[config.mk]
export PLATFORM = sky130hd
export DESIGN_NAME = graticule_line_stepper_flat
export DESIGN_NICKNAME = d
export VERILOG_FILES = /design/src/hw/rtl/gls_pkg.sv /design/src/hw/rtl/gls_in_if.sv /design/src/hw/rtl/gls_out_if.sv /design/src/hw/rtl/graticule_line_stepper.sv /design/src/flat_wrapper.sv
export SDC_FILE = /design/constraint.sdc
export NUM_CORES = 1
export LEC_CHECK = 0
export ABC_AREA = 1
export BUFFER_PORTS_ARGS = -buffer_cell sky130_fd_sc_hd__buf_2
export CORE_MARGIN = 4
export CORE_UTILIZATION = 60
export CTS_BUF_LIST = sky130_fd_sc_hd__clkbuf_8
export DETAILED_ROUTE_END_ITERATION = 10
export GPL_TIMING_DRIVEN = 0
export PLACE_DENSITY = 0.87
export SLEW_MARGIN = 5
export SYNTH_ARGS = -nofsm -noshare
export SYNTH_HDL_FRONTEND = slang
export SYNTH_SLANG_ARGS = --single-unit
[constraint.sdc]
create_clock -name clk -period 8.1 [get_ports clk]
set_clock_uncertainty 0.15 [all_clocks]
set_input_delay 0.405 -clock clk [delete_from_list [all_inputs] [get_ports clk]]
set_output_delay 0.405 -clock clk [all_outputs]
set_load 0.01 [all_outputs]
[src/hw/rtl/gls_pkg.sv]
// shared types, pattern codes and level tables for the graticule line stepper
package gls_pkg;

  typedef logic [3:0] pattern_t;
  typedef logic [5:0] step_t;
  typedef logic [6:0] len_t;
  typedef logic [3:0] dot_t;
  typedef logic [7:0] level_t;

  localparam pattern_t PAT_OFF     = 4'd0;
  localparam pattern_t PAT_HORIZ   = 4'd1;
  localparam pattern_t PAT_VERT    = 4'd2;
  localparam pattern_t PAT_XH_H    = 4'd3;
  localparam pattern_t PAT_XH_V    = 4'd4;
  localparam pattern_t PAT_DOTS    = 4'd5;
  localparam pattern_t PAT_HORIZ_F = 4'd6;
  localparam pattern_t PAT_VERT_F  = 4'd7;
  localparam pattern_t PAT_XH_H_F  = 4'd8;
  localparam pattern_t PAT_XH_V_F  = 4'd9;
  localparam pattern_t PAT_RESET   = PAT_XH_H_F;

  localparam len_t HZ_LEN  = 7'd11;
  localparam len_t VT_LEN  = 7'd13;
  localparam len_t HZF_LEN = 7'd52;
  localparam len_t VTF_LEN = 7'd64;

  localparam level_t TAB_H [11] = '{
    8'd68, 8'd88, 8'd108, 8'd128, 8'd148, 8'd148, 8'd148, 8'd168, 8'd188, 8'd208, 8'd228};

  localparam level_t TAB_V [13] = '{
    8'd48, 8'd68, 8'd88, 8'd108, 8'd128, 8'd148, 8'd148, 8'd148, 8'd168, 8'd188,
    8'd208, 8'd228, 8'd248};

  localparam level_t TAB_HF [52] = '{
    8'd68, 8'd68, 8'd72, 8'd76, 8'd80, 8'd84, 8'd88, 8'd88, 8'd92, 8'd96,
    8'd100, 8'd104, 8'd108, 8'd108, 8'd112, 8'd116, 8'd120, 8'd124, 8'd128, 8'd128,
    8'd132, 8'd136, 8'd140, 8'd144, 8'd148, 8'd148, 8'd148, 8'd148, 8'd152, 8'd156,
    8'd160, 8'd164, 8'd168, 8'd168, 8'd172, 8'd176, 8'd180, 8'd184, 8'd188, 8'd188,
    8'd192, 8'd196, 8'd200, 8'd204, 8'd208, 8'd208, 8'd212, 8'd216, 8'd220, 8'd224,
    8'd228, 8'd228};

  localparam level_t TAB_VF [64] = '{
    8'd48, 8'd48, 8'd52, 8'd56, 8'd60, 8'd64, 8'd68, 8'd68, 8'd72, 8'd76,
    8'd80, 8'd84, 8'd88, 8'd88, 8'd92, 8'd96, 8'd100, 8'd104, 8'd108, 8'd108,
    8'd112, 8'd116, 8'd120, 8'd124, 8'd128, 8'd128, 8'd132, 8'd136, 8'd140, 8'd144,
    8'd148, 8'd148, 8'd148, 8'd148, 8'd152, 8'd156, 8'd160, 8'd164, 8'd168, 8'd168,
    8'd172, 8'd176, 8'd180, 8'd184, 8'd188, 8'd188, 8'd192, 8'd196, 8'd200, 8'd204,
    8'd208, 8'd208, 8'd212, 8'd216, 8'd220, 8'd224, 8'd228, 8'd228, 8'd232, 8'd236,
    8'd240, 8'd244, 8'd248, 8'd248};

endpackage

[src/hw/rtl/gls_in_if.sv]
// request channel carrying sweep-end events
interface gls_in_if;
  logic valid;
  logic ready;
  logic sweep_end;

  modport source (output valid, output sweep_end, input ready);
  modport sink (input valid, input sweep_end, output ready);
endinterface

[src/hw/rtl/gls_out_if.sv]
// result channel carrying dac and mode register loads
interface gls_out_if;
  logic       valid;
  logic       ready;
  logic       y_load;
  logic [7:0] y_level;
  logic       x_load;
  logic [7:0] x_level;
  logic       mode_load;
  logic       mode_value;

  modport source (output valid, output y_load, output y_level, output x_load,
                  output x_level, output mode_load, output mode_value, input ready);
  modport sink (input valid, input y_load, input y_level, input x_load,
                input x_level, input mode_load, input mode_value, output ready);
endinterface

[src/hw/rtl/graticule_line_stepper.sv]
// graticule line stepper: level tables, step counters and result register
// a request's result is registered in the result register as the request is accepted
// throughput: one request per cycle while results are drained; the single result register is the only stage
// a request is taken whenever the result register is empty or being drained
// reset: pattern returns to fine horizontal-first crosshatch, counters and phase clear,
// result register empties
module graticule_line_stepper
  import gls_pkg::*;
(
  input  logic         clk,
  input  logic         rst,
  input  logic         cfg_we,
  input  logic [3:0]   cfg_data,
  gls_in_if.sink       in_ch,
  gls_out_if.source    out_ch
);

  pattern_t pattern;
  step_t    step_index;
  step_t    step_index_next;
  dot_t     dot_quo;
  dot_t     dot_quo_next;
  logic     vertical_phase;
  logic     vertical_phase_next;

  logic     out_valid;
  logic     y_load, x_load, mode_load, mode_value;
  level_t   y_level, x_level;

  logic     r_y_load, r_x_load, r_mode_load, r_mode_value;
  level_t   r_y_level, r_x_level;

  logic     fire;
  logic     active;
  logic     is_dots, is_fine, is_xhatch, is_vert, wrap;
  len_t     tab_len;
  step_t    step_cur;
  len_t     step_inc;
  dot_t     dot_rem, dot_row;
  level_t   level;

  assign in_ch.ready = !out_valid || out_ch.ready;
  assign fire        = in_ch.valid && in_ch.ready;

  always_comb begin
    is_dots   = (pattern == PAT_DOTS);
    is_fine   = (pattern >= PAT_HORIZ_F);
    is_xhatch = (pattern == PAT_XH_H) || (pattern == PAT_XH_V) ||
                (pattern == PAT_XH_H_F) || (pattern == PAT_XH_V_F);
    is_vert   = is_xhatch ? vertical_phase :
                ((pattern == PAT_VERT) || (pattern == PAT_VERT_F));
    active    = in_ch.sweep_end && (pattern != PAT_OFF) && (pattern <= PAT_XH_V_F);

    if (is_vert) begin
      tab_len = is_fine ? VTF_LEN : VT_LEN;
    end else begin
      tab_len = is_fine ? HZF_LEN : HZ_LEN;
    end

    // out-of-range step restarts the table
    step_cur = ({1'b0, step_index} >= tab_len) ? '0 : step_index;
    step_inc = {1'b0, step_cur} + 7'd1;
    wrap     = (step_inc >= tab_len);

    case ({is_vert, is_fine})
      2'b00:   level = TAB_H[step_cur[3:0]];
      2'b01:   level = TAB_HF[step_cur];
      2'b10:   level = TAB_V[step_cur[3:0]];
      2'b11:   level = TAB_VF[step_cur];
      default: level = '0;
    endcase

    // dots: step_index holds the remainder by 11, dot_quo the quotient
    dot_rem = ({1'b0, step_index} >= HZ_LEN) ? '0 : step_index[3:0];
    dot_row = ({3'b000, dot_quo} >= VT_LEN) ? '0 : dot_quo;

    y_load     = 1'b0;
    y_level    = '0;
    x_load     = 1'b0;
    x_level    = '0;
    mode_load  = 1'b0;
    mode_value = 1'b0;
    step_index_next     = step_index;
    dot_quo_next        = dot_quo;
    vertical_phase_next = vertical_phase;

    if (active) begin
      if (is_dots) begin
        y_load  = 1'b1;
        y_level = TAB_H[dot_rem];
        x_load  = 1'b1;
        x_level = TAB_V[dot_row];
        if ({3'b000, dot_rem} == HZ_LEN - 7'd1) begin
          step_index_next = '0;
          dot_quo_next    = ({3'b000, dot_row} == VT_LEN - 7'd1) ? '0 : dot_row + 4'd1;
        end else begin
          step_index_next = {2'b00, dot_rem + 4'd1};
          dot_quo_next    = dot_row;
        end
      end else begin
        if (is_vert) begin
          x_load  = 1'b1;
          x_level = level;
        end else begin
          y_load  = 1'b1;
          y_level = level;
        end
        step_index_next = wrap ? '0 : step_inc[5:0];
        if (wrap && is_xhatch) begin
          vertical_phase_next = !is_vert;
          mode_load           = 1'b1;
          mode_value          = !is_vert;
        end
      end
    end
  end

  always_ff @(posedge clk) begin
    if (rst) begin
      pattern        <= PAT_RESET;
      step_index     <= '0;
      dot_quo        <= '0;
      vertical_phase <= 1'b0;
    end else if (cfg_we) begin
      pattern        <= cfg_data;
      step_index     <= '0;
      dot_quo        <= '0;
      vertical_phase <= (cfg_data == PAT_XH_V) || (cfg_data == PAT_XH_V_F);
    end else if (fire) begin
      step_index     <= step_index_next;
      dot_quo        <= dot_quo_next;
      vertical_phase <= vertical_phase_next;
    end
  end

  always_ff @(posedge clk) begin
    if (rst) begin
      out_valid <= 1'b0;
    end else if (fire) begin
      out_valid <= 1'b1;
    end else if (out_ch.ready) begin
      out_valid <= 1'b0;
    end
  end

  always_ff @(posedge clk) begin
    if (fire) begin
      r_y_load     <= y_load;
      r_y_level    <= y_level;
      r_x_load     <= x_load;
      r_x_level    <= x_level;
      r_mode_load  <= mode_load;
      r_mode_value <= mode_value;
    end
  end

  assign out_ch.valid      = out_valid;
  assign out_ch.y_load     = r_y_load;
  assign out_ch.y_level    = r_y_level;
  assign out_ch.x_load     = r_x_load;
  assign out_ch.x_level    = r_x_level;
  assign out_ch.mode_load  = r_mode_load;
  assign out_ch.mode_value = r_mode_value;

  // a phase flip happens on a single-axis step and names the other axis
  a_mode_flip: assert property (@(posedge clk) disable iff (rst)
    (out_valid && r_mode_load) |->
      ((r_x_load != r_y_load) && (r_mode_value == r_y_load)))
    else $error("mode load not tied to a single-axis wrap");

  a_cfg_clears: assert property (@(posedge clk) disable iff (rst)
    cfg_we |=> ((step_index == '0) && (dot_quo == '0)))
    else $error("pattern write did not clear the step counters");

  a_dot_range: assert property (@(posedge clk) disable iff (rst)
    ({3'b000, dot_quo} < VT_LEN))
    else $error("dots quotient out of range");

  a_hold: assert property (@(posedge clk) disable iff (rst)
    (out_valid && !out_ch.ready) |=> (out_valid && $stable(r_y_level) && $stable(r_x_level)))
    else $error("pending result changed while stalled");

endmodule

[src/flat_wrapper.sv]
// flat-port wrapper written by rule: the top's interface ports become plain ports
module graticule_line_stepper_flat import gls_pkg::*;
  (clk, rst, cfg_we, cfg_data, in_ch_valid, in_ch_sweep_end, in_ch_ready, out_ch_valid, out_ch_y_load, out_ch_y_level, out_ch_x_load, out_ch_x_level, out_ch_mode_load, out_ch_mode_value, out_ch_ready);
  gls_in_if in_ch_i ();
  gls_out_if out_ch_i ();
  input  logic clk;
  input  logic rst;
  input  logic cfg_we;
  input  logic [3:0] cfg_data;
  input wire logic [$bits(in_ch_i.valid)-1:0] in_ch_valid;
  input wire logic [$bits(in_ch_i.sweep_end)-1:0] in_ch_sweep_end;
  output wire logic [$bits(in_ch_i.ready)-1:0] in_ch_ready;
  output wire logic [$bits(out_ch_i.valid)-1:0] out_ch_valid;
  output wire logic [$bits(out_ch_i.y_load)-1:0] out_ch_y_load;
  output wire logic [$bits(out_ch_i.y_level)-1:0] out_ch_y_level;
  output wire logic [$bits(out_ch_i.x_load)-1:0] out_ch_x_load;
  output wire logic [$bits(out_ch_i.x_level)-1:0] out_ch_x_level;
  output wire logic [$bits(out_ch_i.mode_load)-1:0] out_ch_mode_load;
  output wire logic [$bits(out_ch_i.mode_value)-1:0] out_ch_mode_value;
  input wire logic [$bits(out_ch_i.ready)-1:0] out_ch_ready;
  assign in_ch_i.valid = in_ch_valid;
  assign in_ch_i.sweep_end = in_ch_sweep_end;
  assign in_ch_ready = in_ch_i.ready;
  assign out_ch_valid = out_ch_i.valid;
  assign out_ch_y_load = out_ch_i.y_load;
  assign out_ch_y_level = out_ch_i.y_level;
  assign out_ch_x_load = out_ch_i.x_load;
  assign out_ch_x_level = out_ch_i.x_level;
  assign out_ch_mode_load = out_ch_i.mode_load;
  assign out_ch_mode_value = out_ch_i.mode_value;
  assign out_ch_i.ready = out_ch_ready;
  graticule_line_stepper u_core (.clk(clk), .rst(rst), .cfg_we(cfg_we), .cfg_data(cfg_data), .in_ch(in_ch_i), .out_ch(out_ch_i));
endmodule
* Word level (Yosys, flattened, before mapping) *
Memory sizes are Yosys's and may differ from the RTL's.
Index checks and enable logic that the tools add are counted.

word-level totals
  logic and storage cells = 116
  memories = 6
  ROM bits = 1536
  register bits after elaboration = 36

operators by class
  bitwise operators = 6
  order comparisons = 10
  $add $sub $neg = 3
  reductions and logical operators = 24
  equality and inequality tests = 15
  multiplexer cells = 41

memories
  memory           depth  width  read ports  clocked after Yosys merged registers in  wr ports  line                          RTL
  (no name shown)  64     8      1           0                                        0         graticule_line_stepper.sv:67  2'b01: level = TAB_HF[step_cur];
  (no name shown)  64     8      1           0                                        0         graticule_line_stepper.sv:69  2'b11: level = TAB_VF[step_cur];
  (no name shown)  16     8      1           0                                        0         graticule_line_stepper.sv:92  x_level = TAB_V[dot_row];
  (no name shown)  16     8      1           0                                        0         graticule_line_stepper.sv:90  y_level = TAB_H[dot_rem];
  (no name shown)  16     8      1           0                                        0         graticule_line_stepper.sv:66  2'b00: level = TAB_H[step_cur[3:0]];
  (no name shown)  16     8      1           0                                        0         graticule_line_stepper.sv:68  2'b10: level = TAB_V[step_cur[3:0]];

operators by type and width
  operator               count
  $mux W8                16
  $pmux W8 S4            1
  $mux W6                4
  $eq A4 B4 Y1 const B   5
  $mux W4                5
  $eq A4 B3 Y1 const B   4
  $ge A5 B5 Y1 const B   3
  $not A4 Y5             3
  $mux W7                2
  $mux W1                13
  $add A4 B1 Y4 const B  2
  $eq A4 B2 Y1 const B   2
  $reduce_bool A2 Y1     4
  $add A6 B1 Y7 const B  1
  $ge A6 B7 Y1           1
  $ge A7 B7 Y1           1
  $ge A7 B7 Y1 const B   1
  $not A6 Y7             1
  $ge A6 B4 Y1 const B   1
  $logic_or A1 B1 Y1     6
  $eq A2 B2 Y1 const B   2
  $ge A4 B3 Y1 const B   1
  $ge A4 B4 Y1 const B   1
  $le A4 B4 Y1 const B   1
  other kinds (12)       18

* Logic depth before layout (Yosys ltp) *
Gate-level depths: netlist (run 1).

  word-level depth = 16
  depth in mapped cells = 33

* Least setup slack after synthesis (run 1) *
OpenSTA, ideal clock, no wires.

  path kind = reg-to-reg
  from = register u_core.pattern[1]
  to = register u_core.step_index[0]
  cell stages (with the launch flop) = 27
  path buffers = 0
  arrival = 4.625 ns
  setup time = 0.075 ns
  path slack = 3.250 ns
  cells stage by stage = dfxtp_1 > nor2_1 > a21oi_1 > o2111ai_1 > and2_1 > clkinv_1 > ha_1 > inv_1 > ha_1 > a21oi_1 > nand2_1 > nand2_2 > nand2_4 > nor2_1 > ha_1 > inv_1 > nor3_1 > inv_1 > o21ai_0 > inv_1 > ha_1 > a21oi_1 > o21a_1 > o211ai_1 > nor4_1 > nand2_1 > a31oi_1

on the way
  longest elaborated chain between the ends = 12

RTL lines
  item                                                 line                           RTL
  start: declaration                                   graticule_line_stepper.sv:18   pattern_t pattern;
  start signal: assignment                             graticule_line_stepper.sv:125  pattern <= cfg_data;
  $eq A4 B2 Y1 / $eq A4 B3 Y1 (equally long branches)  graticule_line_stepper.sv:48   is_xhatch = (pattern == PAT_XH_H) || (pattern == PAT_XH_V) ||
  $logic_or A1 B1 Y1 (2 in series)                     graticule_line_stepper.sv:48
  $logic_or A1 B1 Y1                                   graticule_line_stepper.sv:49   (pattern == PAT_XH_H_F) || (pattern == PAT_XH_V_F);
  $mux W1                                              graticule_line_stepper.sv:50   is_vert = is_xhatch ? vertical_phase :
  $mux W7                                              graticule_line_stepper.sv:54   if (is_vert) begin
  $ge A6 B7 Y1                                         graticule_line_stepper.sv:61   step_cur = ({1'b0, step_index} >= tab_len) ? '0 : step_index;
  $mux W6                                              graticule_line_stepper.sv:61
  $add A6 B1 Y7                                        graticule_line_stepper.sv:62   step_inc = {1'b0, step_cur} + 7'd1;
  $ge A7 B7 Y1                                         graticule_line_stepper.sv:63   wrap = (step_inc >= tab_len);
  $mux W6                                              graticule_line_stepper.sv:108  step_index_next = wrap ? '0 : step_inc[5:0];
  $mux W6                                              graticule_line_stepper.sv:88   if (is_dots) begin
  end signal: assignment                               graticule_line_stepper.sv:130  step_index <= step_index_next;
  end: declaration                                     graticule_line_stepper.sv:19   step_t step_index;

Parallel ways exist; a longest one is shown, timed or not.
A chain may end at the register's enable or synchronous reset.

* Final worst setup path (run 1) *
  from = register u_core.pattern[3]
  to = register u_core.step_index[2]

The elaborated chain is that of the path after synthesis.

==> results of run 1 <==
flip-flops by register name (all words and copies together) (netlist names):
signal / count
u_core.pattern: 4
u_core.out_ch.y_load: 1
u_core.out_ch.x_level: 6
u_core.out_ch.valid: 1
u_core.out_ch.mode_load: 1
u_core.out_ch.y_level: 6
u_core.out_ch.x_load: 1
u_core.vertical_phase: 1
u_core.out_ch.mode_value: 1
u_core.step_index: 6
u_core.dot_quo: 4
placed cells by master, fill, tap and decap left out, types with 3 or more instances in the layout:
cell and n:
sky130_fd_sc_hd__nand3_2 4, sky130_fd_sc_hd__inv_2 4, sky130_fd_sc_hd__o21a_1 3, sky130_fd_sc_hd__edfxtp_1 16, sky130_fd_sc_hd__o21ai_1 6, sky130_fd_sc_hd__nand3_1 43, sky130_fd_sc_hd__clkbuf_8 5, sky130_fd_sc_hd__ha_1 38
sky130_fd_sc_hd__inv_1 67, sky130_fd_sc_hd__dfxtp_1 16, sky130_fd_sc_hd__buf_4 6, sky130_fd_sc_hd__o21ai_0 29, sky130_fd_sc_hd__buf_2 33, sky130_fd_sc_hd__clkbuf_1 4, sky130_fd_sc_hd__nand2_1 154, sky130_fd_sc_hd__nand3_4 3
sky130_fd_sc_hd__a211oi_1 4, sky130_fd_sc_hd__buf_6 4, sky130_fd_sc_hd__o22ai_1 5, sky130_fd_sc_hd__conb_1 4, sky130_fd_sc_hd__a31oi_1 6, sky130_fd_sc_hd__nor2_1 47, sky130_fd_sc_hd__nand4_1 11, sky130_fd_sc_hd__a21oi_1 35
sky130_fd_sc_hd__nor2_2 4, sky130_fd_sc_hd__nor3_1 8
final cells by class:
class                      count  area share, %
sequential                    32           20.4
clock inverter                 3          0.319
timing repair buffer          27           3.45
multi-input combinational    433           61.3
clock buffer                   5           1.75
tap                           72           2.30
inverter                      72           6.92
buffer                        21           3.54
power groups by stage:
stage	clock, µW	combinational [µW]	sequential [µW]
6_report	113	90.0	182
2_1_floorplan	0	57.2	188
5_1_grt	121	98.7	183
3_3_place_gp	0	83.5	185
4_1_cts	113	87.8	182
3_5_place_dp	0	87.1	186
critical path, delay by kind of cell (launching register included):
| kind | cells | cell delay (ns) |
|---|---|---|
| AOI/OAI and AO/OA | 7 | 1.04 |
| adders and majority gates | 4 | 1.35 |
| buffers and inverters | 7 | 0.95 |
| DFF | 1 | 0.43 |
| and+or+nand+nor | 9 | 2.29 |
worst max-delay path by stage:
stage | start | endpoint | cells after the start
6_report | u_core.pattern[3]$_SDFFE_PP1P_ | u_core.step_index[2]$_SDFFE_PP0P_ | 27
5_1_grt | u_core.pattern[1]$_SDFFE_PP0P_ | u_core.step_index[3]$_SDFFE_PP0P_ | 27
4_1_cts | u_core.pattern[1]$_SDFFE_PP0P_ | u_core.step_index[2]$_SDFFE_PP0P_ | 27
3_5_place_dp | u_core.pattern[1]$_SDFFE_PP0P_ | u_core.step_index[2]$_SDFFE_PP0P_ | 27
3_3_place_gp | u_core.pattern[1]$_SDFFE_PP0P_ | u_core.step_index[2]$_SDFFE_PP0P_ | 27
2_1_floorplan | u_core.pattern[1]$_SDFFE_PP0P_ | u_core.step_index[0]$_SDFFE_PP0P_ | 26
kinds of logic (layout without fill, tap and decap cells):
family	count (synthesis)	count (layout)	synth area share [%]
compound gates	103	103	16.8
xor+xnor	2	2	0.486
fa+ha+maj	38	38	13.2
buf+inv	93	128	11.4
flops	32	32	22.2
other cells	1	4	0.104
simple gates	286	286	35.8
per-layer routing:
layer / GRT usage (%) / routed length [µm] / vias up
li1: - / - / 1917
met1: 39.1 / 4540 / 1818
met2: 49.2 / 4920 / 246
met3: 6.92 / 1090 / 38
met4: 8.63 / 282 / 0
met5: 0 / 0 / -
per-stage QoR:
| stage | setup slack (ns) | hold WS, ns | instance area (µm²) | power (µW) |
|---|---|---|---|---|
| 3_5_place_dp | 1.90 | 0.363 | 3840 | 273 |
| 4_1_cts | 1.86 | 0.211 | 3920 | 383 |
| 3_3_place_gp | 1.99 | 0.333 | 3840 | 269 |
| 2_1_floorplan | 3.25 | 0.317 | 3610 | 245 |
| 6_report | 1.79 | 0.210 | 3920 | 385 |
| 5_1_grt | 1.32 | 0.221 | 3920 | 403 |
==> impl_metrics.prom, run 1 <==
# TYPE chip_impl_metric gauge
chip_impl_info{name="run_status",value="complete, no violations"} 1
chip_impl_info{name="post-synth-top-count-cell",value="sky130_fd_sc_hd__nand2_1"} 1
chip_impl_metric{name="fillCellCount",unit=""} 517
chip_impl_metric{name="first_global_vias",unit=""} 3711
chip_impl_info{name="hold_path_end",value="u_core.pattern[3]$_SDFFE_PP1P_"} 1
chip_impl_metric{name="mean_instance_size_in_the_synthesized_netlist",unit="µm²"} 6.49
chip_impl_metric{name="sequential_cell_area",unit="µm²"} 801
chip_impl_info{name="crit_reg_reg_endpoint",value="u_core.step_index[2]$_SDFFE_PP0P_"} 1
chip_impl_metric{name="tns",unit="ns"} 0
chip_impl_metric{name="cts_resized",unit=""} 0
chip_impl_metric{name="synth_edf_count",unit=""} 16
chip_impl_metric{name="clkLatencyLatePin",unit="ns"} 0.28
chip_impl_metric{name="reg2reg_setup_slack",unit="ns"} 1.79
chip_impl_metric{name="clock_transition_at_the_registers_of_the_reported_paths",unit="ns"} 0.06
chip_impl_metric{name="wl_per_cell",unit="µm"} 16.3
chip_impl_metric{name="layoutNonFillerInstCount",unit=""} 665
chip_impl_metric{name="pwr-share-comb",unit="%"} 23.4
chip_impl_metric{name="yosys_warnings",unit=""} 0
chip_impl_metric{name="totalWireLength",unit="µm"} 10800
chip_impl_metric{name="cts_made_buffers",unit=""} 5
chip_impl_metric{name="footprint_of_the_multi_input_gates",unit="mm²"} 0.00240
chip_impl_metric{name="pwr_density_cell",unit="mW/mm²"} 98.1
chip_impl_metric{name="overflow",unit=""} 0
chip_impl_metric{name="finalHoldViolCount",unit=""} 0
chip_impl_metric{name="post-route-util",unit="%"} 69.1
chip_impl_metric{name="synth_top_area_share",unit="%"} 16.0
chip_impl_metric{name="pin_count",unit=""} 32
chip_impl_metric{name="post-dp-hpwl",unit="µm"} 8380
chip_impl_info{name="yosys.area.top_type",value="sky130_fd_sc_hd__nand2_1"} 1
chip_impl_info{name="crit_slowest_cell",value="sky130_fd_sc_hd__nor4_1"} 1
chip_impl_metric{name="die-area",unit="mm²"} 0.00731
chip_impl_metric{name="cts-hold-fix-buffers",unit=""} 0
chip_impl_metric{name="clock_path_buffers",unit=""} 2
chip_impl_metric{name="grtUsageTotal",unit="%"} 29.9
chip_impl_metric{name="power.static_leakage",unit="µW"} 0.00189
chip_impl_info{name="cts_tree",value="yes"} 1
chip_impl_metric{name="first_iteration_detailed_routing_drc_count",unit=""} 476
chip_impl_metric{name="route.vias.total",unit=""} 4019
chip_impl_info{name="grt_setup_unrepaired",value="false"} 1
chip_impl_metric{name="io_buffer_count",unit=""} 27
chip_impl_metric{name="sw_frac_of_total",unit="%"} 31.1
chip_impl_metric{name="total_switching_power",unit="µW"} 120
chip_impl_metric{name="antenna_found_initial",unit=""} 0
chip_impl_metric{name="period_share",unit="%"} 77.9
chip_impl_metric{name="cts_sinks",unit=""} 32
chip_impl_metric{name="placedCellCount",unit=""} 657
chip_impl_metric{name="arrival",unit="ns"} 6.35
chip_impl_metric{name="place.gp.congestion",unit=""} 1.12
chip_impl_metric{name="yosysUniqueCellTypes",unit=""} 49
chip_impl_metric{name="fin_nets",unit=""} 640
chip_impl_metric{name="area_growth_from_synthesis_to_layout",unit="%"} 8.82
chip_impl_metric{name="worst-r2r-cell-count",unit=""} 27
chip_impl_metric{name="viasPerCell",unit=""} 6.04
chip_impl_metric{name="drc",unit=""} 0
chip_impl_metric{name="syn-instance-count",unit=""} 555
chip_impl_info{name="worst_setup_path_start_kind",value="flop"} 1
chip_impl_metric{name="internal_power",unit="µW"} 265
chip_impl_info{name="synth_common_cells",value="sky130_fd_sc_hd__nand2_1, sky130_fd_sc_hd__inv_1, sky130_fd_sc_hd__nor2_1, sky130_fd_sc_hd__nand3_1, sky130_fd_sc_hd__ha_1"} 1
chip_impl_metric{name="timing_worst_slew_pin_value",unit="ns"} 0.823
chip_impl_info{name="worst_setup_path_end_kind",value="flop"} 1
chip_impl_metric{name="worstPathRequired",unit="ns"} 8.14
chip_impl_metric{name="die-width",unit="µm"} 85.5
chip_impl_metric{name="antenna_cells_inserted",unit=""} 0
chip_impl_metric{name="fmax_achieved",unit="MHz"} 159
chip_impl_metric{name="critical_path.max_stage_delay",unit="ns"} 0.65
chip_impl_metric{name="final_layout_size_suffix_gt1_share",unit="%"} 13.0
chip_impl_info{name="critical_path.most_common_cell",value="sky130_fd_sc_hd__inv_1"} 1
chip_impl_metric{name="cts_max_level",unit=""} 2
chip_impl_info{name="synthFlopType",value="sky130_fd_sc_hd__edfxtp_1"} 1
chip_impl_info{name="rr_startpoint",value="u_core.pattern[3]$_SDFFE_PP1P_"} 1
chip_impl_info{name="min_path_type",value="input pin to flop"} 1
chip_impl_metric{name="pwr-share-clk",unit="%"} 29.3
chip_impl_metric{name="crit_path_max_fanout",unit=""} 10
chip_impl_metric{name="ant_nets",unit=""} 0
chip_impl_metric{name="die_y",unit="µm"} 85.5
chip_impl_metric{name="grt_first_pass_wirelength",unit="µm"} 17500
chip_impl_metric{name="worst_ir_drop_vdd",unit="V"} 0.000121
chip_impl_metric{name="final.min_clock_period",unit="ns"} 6.31
chip_impl_metric{name="async_flop_share",unit="%"} 0
chip_impl_info{name="critPathKind",value="flop to flop"} 1
chip_impl_metric{name="grt_max_degree",unit=""} 18
chip_impl_metric{name="first_pass_iters",unit=""} 6
chip_impl_metric{name="sequential_group_share_of_total_power",unit="%"} 47.4
chip_impl_metric{name="synth_seq_area_share",unit="%"} 22.2
chip_impl_metric{name="synth_seq_cells",unit=""} 32
chip_impl_info{name="synth.area.top_cells",value="sky130_fd_sc_hd__nand2_1, sky130_fd_sc_hd__edfxtp_1, sky130_fd_sc_hd__ha_1"} 1
chip_impl_metric{name="initial_utilization",unit="%"} 63.5
chip_impl_metric{name="timing.final.max_slew_violations",unit=""} 0
chip_impl_metric{name="buffers_inserted_during_post_cts_setup_optimization",unit=""} 0
chip_impl_metric{name="mappedNetlistArea",unit="mm²"} 0.00360
chip_impl_metric{name="floorplan.rows",unit=""} 27
chip_impl_metric{name="worst_slew_margin_rel",unit="%"} 44.6
chip_impl_info{name="timing.hold.worst.start",value="cfg_data[3]"} 1
chip_impl_metric{name="core_region_area",unit="mm²"} 0.00568
chip_impl_metric{name="cap_violations",unit=""} 0
chip_impl_metric{name="report.final.setup_viol",unit=""} 0
chip_impl_metric{name="hold_depth",unit=""} 3
chip_impl_info{name="clk_root_buffer_cell",value="sky130_fd_sc_hd__clkbuf_8"} 1
(Power assumes the default switching activity.)
==> run 2, diff against run 1 <==
- CORE_UTILIZATION: 60 -> 57
- clock period: 8.1 -> 5.2 ns (I/O delays scaled with it)
==> run 2 against run 1 <==
Compared with the run above:
- first-iteration DRC count is 8.0% higher
- clock power is 120% higher
- flip-flop and latch count did not move
- final cell count increased by 1.7%
- clock-buffer cell count increased by 1
- sequential share of layout area down 0.95 points
- critical path depth increased by 1
- design area increased by 5.8%
- power is 77% higher
- non-clock buffer count rose by 8
- critical path type unchanged
- largest power group unchanged
==> impl_metrics.prom, run 2 (synthesized netlist as in run 1, its figures left out) <==
# TYPE chip_impl_metric gauge
chip_impl_info{name="run_status",value="complete, no violations"} 1
chip_impl_info{name="crit_reg_reg_endpoint",value="u_core.step_index[3]$_SDFFE_PP0P_"} 1
chip_impl_metric{name="ant_nets",unit=""} 0
chip_impl_metric{name="cts_max_level",unit=""} 2
chip_impl_info{name="worst_setup_path_start_kind",value="flop"} 1
chip_impl_metric{name="fillCellCount",unit=""} 514
chip_impl_metric{name="finalHoldWorstSlack",unit="ns"} 0.0752
chip_impl_metric{name="first_pass_iters",unit=""} 5
chip_impl_metric{name="fin_nets",unit=""} 648
chip_impl_metric{name="tns",unit="ns"} 0
chip_impl_metric{name="first_iteration_detailed_routing_drc_count",unit=""} 514
chip_impl_metric{name="critical_path.max_stage_delay",unit="ns"} 0.36
chip_impl_metric{name="final.min_clock_period",unit="ns"} 4.94
chip_impl_metric{name="grtUsageTotal",unit="%"} 28.4
chip_impl_info{name="mostFrequentLayoutCells",value="sky130_fd_sc_hd__nand2_1, sky130_fd_sc_hd__inv_1, sky130_fd_sc_hd__nor2_1"} 1
chip_impl_metric{name="die-area",unit="mm²"} 0.00766
chip_impl_info{name="setup.worst_path.start",value="u_core.pattern[1]$_SDFFE_PP0P_"} 1
chip_impl_info{name="cts_tree",value="yes"} 1
chip_impl_metric{name="hold_depth",unit=""} 2
chip_impl_info{name="crit_slowest_cell",value="sky130_fd_sc_hd__dfxtp_2"} 1
chip_impl_metric{name="cts_sinks",unit=""} 32
chip_impl_metric{name="clkLatencyLatePin",unit="ns"} 0.29
chip_impl_metric{name="arrival",unit="ns"} 5.00
chip_impl_metric{name="period_share",unit="%"} 95.0
chip_impl_metric{name="placedCellCount",unit=""} 660
chip_impl_metric{name="antenna_cells_inserted",unit=""} 0
chip_impl_metric{name="worst_ir_drop_vdd",unit="V"} 0.000244
chip_impl_info{name="critical_path.most_common_cell",value="sky130_fd_sc_hd__inv_1"} 1
chip_impl_info{name="critPathKind",value="flop to flop"} 1
chip_impl_metric{name="critical_path_depth",unit=""} 28
chip_impl_metric{name="worstPathRequired",unit="ns"} 5.26
chip_impl_metric{name="worst_slew_margin_rel",unit="%"} 52.2
chip_impl_metric{name="worst-path-buf-inv",unit=""} 7
chip_impl_metric{name="cts_made_buffers",unit=""} 5
chip_impl_metric{name="crit_path_max_fanout",unit=""} 10
chip_impl_metric{name="area_growth_from_synthesis_to_layout",unit="%"} 15.2
chip_impl_info{name="critPathTopFamily",value="simple AND/OR/NAND/NOR gates"} 1
chip_impl_metric{name="wl_per_cell",unit="µm"} 16.0
chip_impl_metric{name="cts-hold-fix-buffers",unit=""} 0
chip_impl_metric{name="overflow",unit=""} 0
chip_impl_metric{name="first_global_vias",unit=""} 3801
chip_impl_metric{name="worst-r2r-cell-count",unit=""} 28
chip_impl_info{name="clk_root_buffer_cell",value="sky130_fd_sc_hd__clkbuf_8"} 1
chip_impl_metric{name="clock_transition_at_the_registers_of_the_reported_paths",unit="ns"} 0.07
chip_impl_metric{name="final_layout_size_suffix_gt1_share",unit="%"} 17.8
chip_impl_metric{name="grt_first_pass_wirelength",unit="µm"} 17300
chip_impl_metric{name="clock_path_buffers",unit=""} 2
chip_impl_metric{name="core_region_area",unit="mm²"} 0.00603
chip_impl_metric{name="totalWireLength",unit="µm"} 10800
chip_impl_metric{name="cap_violations",unit=""} 0
chip_impl_metric{name="power.static_leakage",unit="µW"} 0.00196
chip_impl_metric{name="finalHoldViolCount",unit=""} 0
chip_impl_metric{name="pin_count",unit=""} 32
chip_impl_metric{name="pwr_density_cell",unit="mW/mm²"} 164
chip_impl_metric{name="report.final.setup_viol",unit=""} 0
chip_impl_metric{name="die_y",unit="µm"} 87.5
chip_impl_info{name="hold_path_end",value="u_core.out_ch.valid$_SDFFE_PP0P_"} 1
chip_impl_metric{name="place.gp.congestion",unit=""} 1.04
chip_impl_metric{name="io_buffer_count",unit=""} 27
chip_impl_metric{name="reg2reg_setup_slack",unit="ns"} 0.26
chip_impl_metric{name="antenna_found_initial",unit=""} 0
chip_impl_metric{name="timing.final.max_slew_violations",unit=""} 0
chip_impl_metric{name="layoutNonFillerInstCount",unit=""} 676
chip_impl_metric{name="floorplan.rows",unit=""} 28
chip_impl_info{name="timing.hold.worst.start",value="rst"} 1
chip_impl_metric{name="drc",unit=""} 0
chip_impl_metric{name="fmax_achieved",unit="MHz"} 202
chip_impl_metric{name="die-width",unit="µm"} 87.5
chip_impl_info{name="layout_commonest_cell",value="sky130_fd_sc_hd__nand2_1"} 1
chip_impl_metric{name="route.vias.total",unit=""} 4066
chip_impl_metric{name="initial_utilization",unit="%"} 59.8
chip_impl_metric{name="viasPerCell",unit=""} 6.01
chip_impl_metric{name="post-dp-hpwl",unit="µm"} 8140
chip_impl_metric{name="grt_max_degree",unit=""} 18
chip_impl_info{name="rr_startpoint",value="u_core.pattern[1]$_SDFFE_PP0P_"} 1
chip_impl_metric{name="timing_worst_slew_pin_value",unit="ns"} 0.712
chip_impl_info{name="worst_setup_path_end_kind",value="flop"} 1
chip_impl_info{name="min_path_type",value="input pin to flop"} 1
==> run 2: area by class of cell <==
class / count / area (µm²) / share of cell area, %
plain buffers: 20 / 135 / 3.26
clock buffers: 6 / 82.6 / 1.99
clock inverters: 2 / 33.8 / 0.814
inverters: 72 / 274 / 6.60
multi-input cells: 433 / 2520 / 60.7
flip-flops and latches: 32 / 808 / 19.5
well taps: 75 / 93.8 / 2.26
repair buffers: 36 / 203 / 4.88
==> run 2: power by group <==
part | leakage [µW] | switching [µW] | internal (µW) | total, µW
sequential | 0.000295 | 7.03 | 278 | 285
combinational | 0.00161 | 98.0 | 52.3 | 150
clock | 0.0000588 | 92.0 | 154 | 246
total | 0.00196 | 197 | 485 | 682
==> run 2: worst reg2reg max path: cells and delay by family (launching register included) <==
family / cells / cell delay (ns)
AND/OR/NAND/NOR: 9 / 1.38
adder cells (fa/ha/maj): 4 / 1.05
flip-flops: 1 / 0.36
buffers and inverters: 7 / 0.79
AO/OA/AOI/OAI: 8 / 1.13
==> run 2: layer usage <==
layer | vias to the layer above | global-route usage (%) | share of wire, %
li1 | 1937 | - | -
met1 | 1831 | 36.0 | 41
met2 | 247 | 47.1 | 46
met3 | 51 | 5.96 | 10
met4 | 0 | 11.2 | 3.4
met5 | - | 0 | 0
==> run 2: what timing repair did <==
action / CTS / global route
endpoints found under the setup margin: 15 / 11
pin swaps: 3 / 7
gates resized for setup: 11 / 22
setup buffers: 2 / 7
==> run 2: worst max-delay path by stage <==
stage,end,slack [ns]
floorplan,u_core.step_index[0]$_SDFFE_PP0P_,0.35
global placement,u_core.step_index[3]$_SDFFE_PP0P_,-0.85
detailed placement,u_core.step_index[2]$_SDFFE_PP0P_,-1.13
CTS,u_core.vertical_phase$_SDFFE_PP0P_,0.03
global route,u_core.step_index[3]$_SDFFE_PP0P_,-0.06
finish,u_core.step_index[3]$_SDFFE_PP0P_,0.26
==> run 2: through the flow <==
stage                     worst slack (ns)  area [µm²]  utilization [%]  total power [µW]
after floorplan                      0.350        3610                -               382
after global placement              -0.850        3840             63.8               417
after detailed placement             -1.13        3840             63.8               423
after CTS                           0.0314        4010             66.5               667
after global routing               -0.0588        4150             68.9               710
final                                0.259        4150             68.9               682
==> run 3, diff against run 2 <==
- PLACE_DENSITY: 0.87 -> 0.8
==> run 3 against run 2 <==
Compared with the run above:
- critical endpoint is now u_core.step_index[2]$_SDFFE_PP0P_
- final cell count is 0.15% lower
- core utilization is 0.87 points lower
- largest power group unchanged
- worst setup slack better by 0.073 ns
- non-clock buffer count is 1 lower
- design area is 1.3% lower
==> impl_metrics.prom, run 3 (synthesized netlist as in run 1, its figures left out) <==
# TYPE chip_impl_metric gauge
chip_impl_info{name="run_status",value="complete, no violations"} 1
chip_impl_metric{name="grt_max_degree",unit=""} 18
chip_impl_info{name="critPathKind",value="flop to flop"} 1
chip_impl_metric{name="viasPerCell",unit=""} 5.97
chip_impl_metric{name="cts_max_level",unit=""} 2
chip_impl_metric{name="floorplan.rows",unit=""} 28
chip_impl_metric{name="route.vias.total",unit=""} 4033
chip_impl_metric{name="sequential_group_share_of_total_power",unit="%"} 41.6
chip_impl_metric{name="die-width",unit="µm"} 87.5
chip_impl_metric{name="io_buffer_count",unit=""} 27
chip_impl_metric{name="die_y",unit="µm"} 87.5
chip_impl_info{name="cts_tree",value="yes"} 1
chip_impl_metric{name="clock_path_buffers",unit=""} 2
chip_impl_metric{name="placed_cell_area",unit="mm²"} 0.00384
chip_impl_metric{name="post-route-worst-setup-slack",unit="ns"} 0.332
chip_impl_metric{name="die-area",unit="mm²"} 0.00766
chip_impl_metric{name="clock_transition_at_the_registers_of_the_reported_paths",unit="ns"} 0.06
chip_impl_info{name="clk_root_buffer_cell",value="sky130_fd_sc_hd__clkbuf_8"} 1
chip_impl_metric{name="worstPathRequired",unit="ns"} 5.25
chip_impl_metric{name="antenna_cells_inserted",unit=""} 0
chip_impl_metric{name="place.gp.congestion",unit=""} 1.08
chip_impl_metric{name="grt_first_pass_wirelength",unit="µm"} 17900
chip_impl_metric{name="initial_utilization",unit="%"} 59.8
chip_impl_metric{name="final_layout_size_suffix_gt1_share",unit="%"} 17.2
chip_impl_metric{name="timing_worst_slew_pin_value",unit="ns"} 0.700
chip_impl_metric{name="worst_slew_margin_rel",unit="%"} 53.0
chip_impl_metric{name="report.final.setup_viol",unit=""} 0
chip_impl_metric{name="fillCellCount",unit=""} 540
chip_impl_metric{name="core_region_area",unit="mm²"} 0.00603
chip_impl_metric{name="cts_made_buffers",unit=""} 5
chip_impl_metric{name="post-dp-hpwl",unit="µm"} 8480
chip_impl_info{name="min_path_type",value="input pin to flop"} 1
chip_impl_info{name="critPathTopFamily",value="simple AND/OR/NAND/NOR gates"} 1
chip_impl_metric{name="antenna_found_initial",unit=""} 0
chip_impl_metric{name="worst-path-buf-inv",unit=""} 7
chip_impl_metric{name="fin_nets",unit=""} 647
chip_impl_metric{name="report.power.total",unit="µW"} 684
chip_impl_metric{name="cap_violations",unit=""} 0
chip_impl_metric{name="internal_power",unit="µW"} 485
chip_impl_metric{name="crit_path_max_fanout",unit=""} 10
chip_impl_metric{name="overflow",unit=""} 0
chip_impl_metric{name="worst_ir_drop_vdd",unit="V"} 0.000194
chip_impl_metric{name="final.min_clock_period",unit="ns"} 4.87
chip_impl_info{name="worst_setup_path_end_kind",value="flop"} 1
chip_impl_metric{name="first_pass_iters",unit=""} 7
chip_impl_metric{name="design_area",unit="mm²"} 0.00410
chip_impl_info{name="crit_slowest_cell",value="sky130_fd_sc_hd__dfxtp_2"} 1
chip_impl_metric{name="first_iteration_detailed_routing_drc_count",unit=""} 620
chip_impl_metric{name="critical_path_depth",unit=""} 28
chip_impl_metric{name="first_global_vias",unit=""} 3670
chip_impl_metric{name="post-route-util",unit="%"} 68.0
chip_impl_info{name="layout_commonest_cell",value="sky130_fd_sc_hd__nand2_1"} 1
chip_impl_metric{name="period_share",unit="%"} 93.6
chip_impl_info{name="worst_setup_path_start_kind",value="flop"} 1
chip_impl_info{name="mostFrequentLayoutCells",value="sky130_fd_sc_hd__nand2_1, sky130_fd_sc_hd__inv_1, sky130_fd_sc_hd__nor2_1"} 1
chip_impl_metric{name="finalHoldViolCount",unit=""} 0
chip_impl_metric{name="grtUsageTotal",unit="%"} 29.7
chip_impl_metric{name="clkLatencyLatePin",unit="ns"} 0.28
chip_impl_metric{name="drc",unit=""} 0
chip_impl_metric{name="pwr-share-comb",unit="%"} 22.2
chip_impl_metric{name="ant_nets",unit=""} 0
chip_impl_metric{name="pin_count",unit=""} 32
chip_impl_metric{name="pwr_density_cell",unit="mW/mm²"} 167
chip_impl_metric{name="total_switching_power",unit="µW"} 200
chip_impl_metric{name="worst-r2r-cell-count",unit=""} 28
chip_impl_metric{name="timing.final.max_slew_violations",unit=""} 0
chip_impl_metric{name="pre_cts_ws",unit="ns"} -1.07
chip_impl_metric{name="sw_frac_of_total",unit="%"} 29.2
chip_impl_metric{name="cts_sinks",unit=""} 32
chip_impl_metric{name="area_growth_from_synthesis_to_layout",unit="%"} 13.7
chip_impl_metric{name="hold_depth",unit=""} 2
chip_impl_metric{name="totalWireLength",unit="µm"} 11200
chip_impl_metric{name="power.static_leakage",unit="µW"} 0.00194
chip_impl_metric{name="pwr-share-clk",unit="%"} 36.2
chip_impl_metric{name="arrival",unit="ns"} 4.92
chip_impl_metric{name="critical_path.max_stage_delay",unit="ns"} 0.36
chip_impl_metric{name="wl_per_cell",unit="µm"} 16.6
chip_impl_metric{name="fmax_achieved",unit="MHz"} 205
## run 3: path summary, 6_finish.rpt
path	from	slack, ns	end
min	cfg_we	0.07	u_core.pattern[2]$_SDFFE_PP0P_
max	u_core.pattern[2]$_SDFFE_PP0P_	0.33	u_core.step_index[2]$_SDFFE_PP0P_
max reg2reg	u_core.pattern[2]$_SDFFE_PP0P_	0.33	u_core.step_index[2]$_SDFFE_PP0P_
min reg2reg	u_core.vertical_phase$_SDFFE_PP0P_	0.35	u_core.vertical_phase$_SDFFE_PP0P_
## run 3: timing repair
action                                  in CTS  in global routing
hold buffers                                 0                  0
gates resized for setup                     13                 13
hold endpoints to repair                     0                  0
endpoints found under the setup margin      17                  7
setup buffers                                4                  4
pin swaps                                    5                  5
## run 3: layer usage
metal	track usage [%]	wire (µm)	vias to the layer above
met4	9.07	329	0
met3	6.62	1240	39
met1	41.2	4610	1809
li1	-	-	1930
met5	0	0	-
met2	46.2	5030	255
## run 3: cell type report
class	count	area, µm²	share of cell area [%]
inverters	72	284	6.93
clock inverters	2	33.8	0.824
clock buffers	6	82.6	2.02
multi-input cells	433	2470	60.2
plain buffers	20	135	3.30
well taps	75	93.8	2.29
repair buffers	35	195	4.76
flip-flops and latches	32	805	19.6
## run 3: stage by stage
stage          hold WS, ns  std cells  setup TNS [ns]
2_1_floorplan        0.179        558               0
3_3_place_gp         0.336        660           -7.89
3_5_place_dp         0.347        660           -9.04
4_1_cts             0.0687        671               0
5_1_grt             0.0821        675         -0.0389
6_report            0.0659        675               0
## run 3: worst reg2reg max path, delay by kind of cell, from the launching register on
family / cells / cell delay [ns]
AND/OR/NAND/NOR: 9 / 1.28
AO/OA/AOI/OAI: 8 / 1.11
adder cells (fa/ha/maj): 4 / 1.11
buffers and inverters: 7 / 0.80
flip-flops: 1 / 0.36
## run 3: power by group through the flow
stage | registers, µW | clock network [µW] | logic [µW]
after floorplan | 293 | 0 | 89.0
after detailed placement | 289 | 0 | 136
after global placement | 289 | 0 | 131
after CTS | 284 | 248 | 142
final | 285 | 248 | 152
after global routing | 286 | 260 | 166
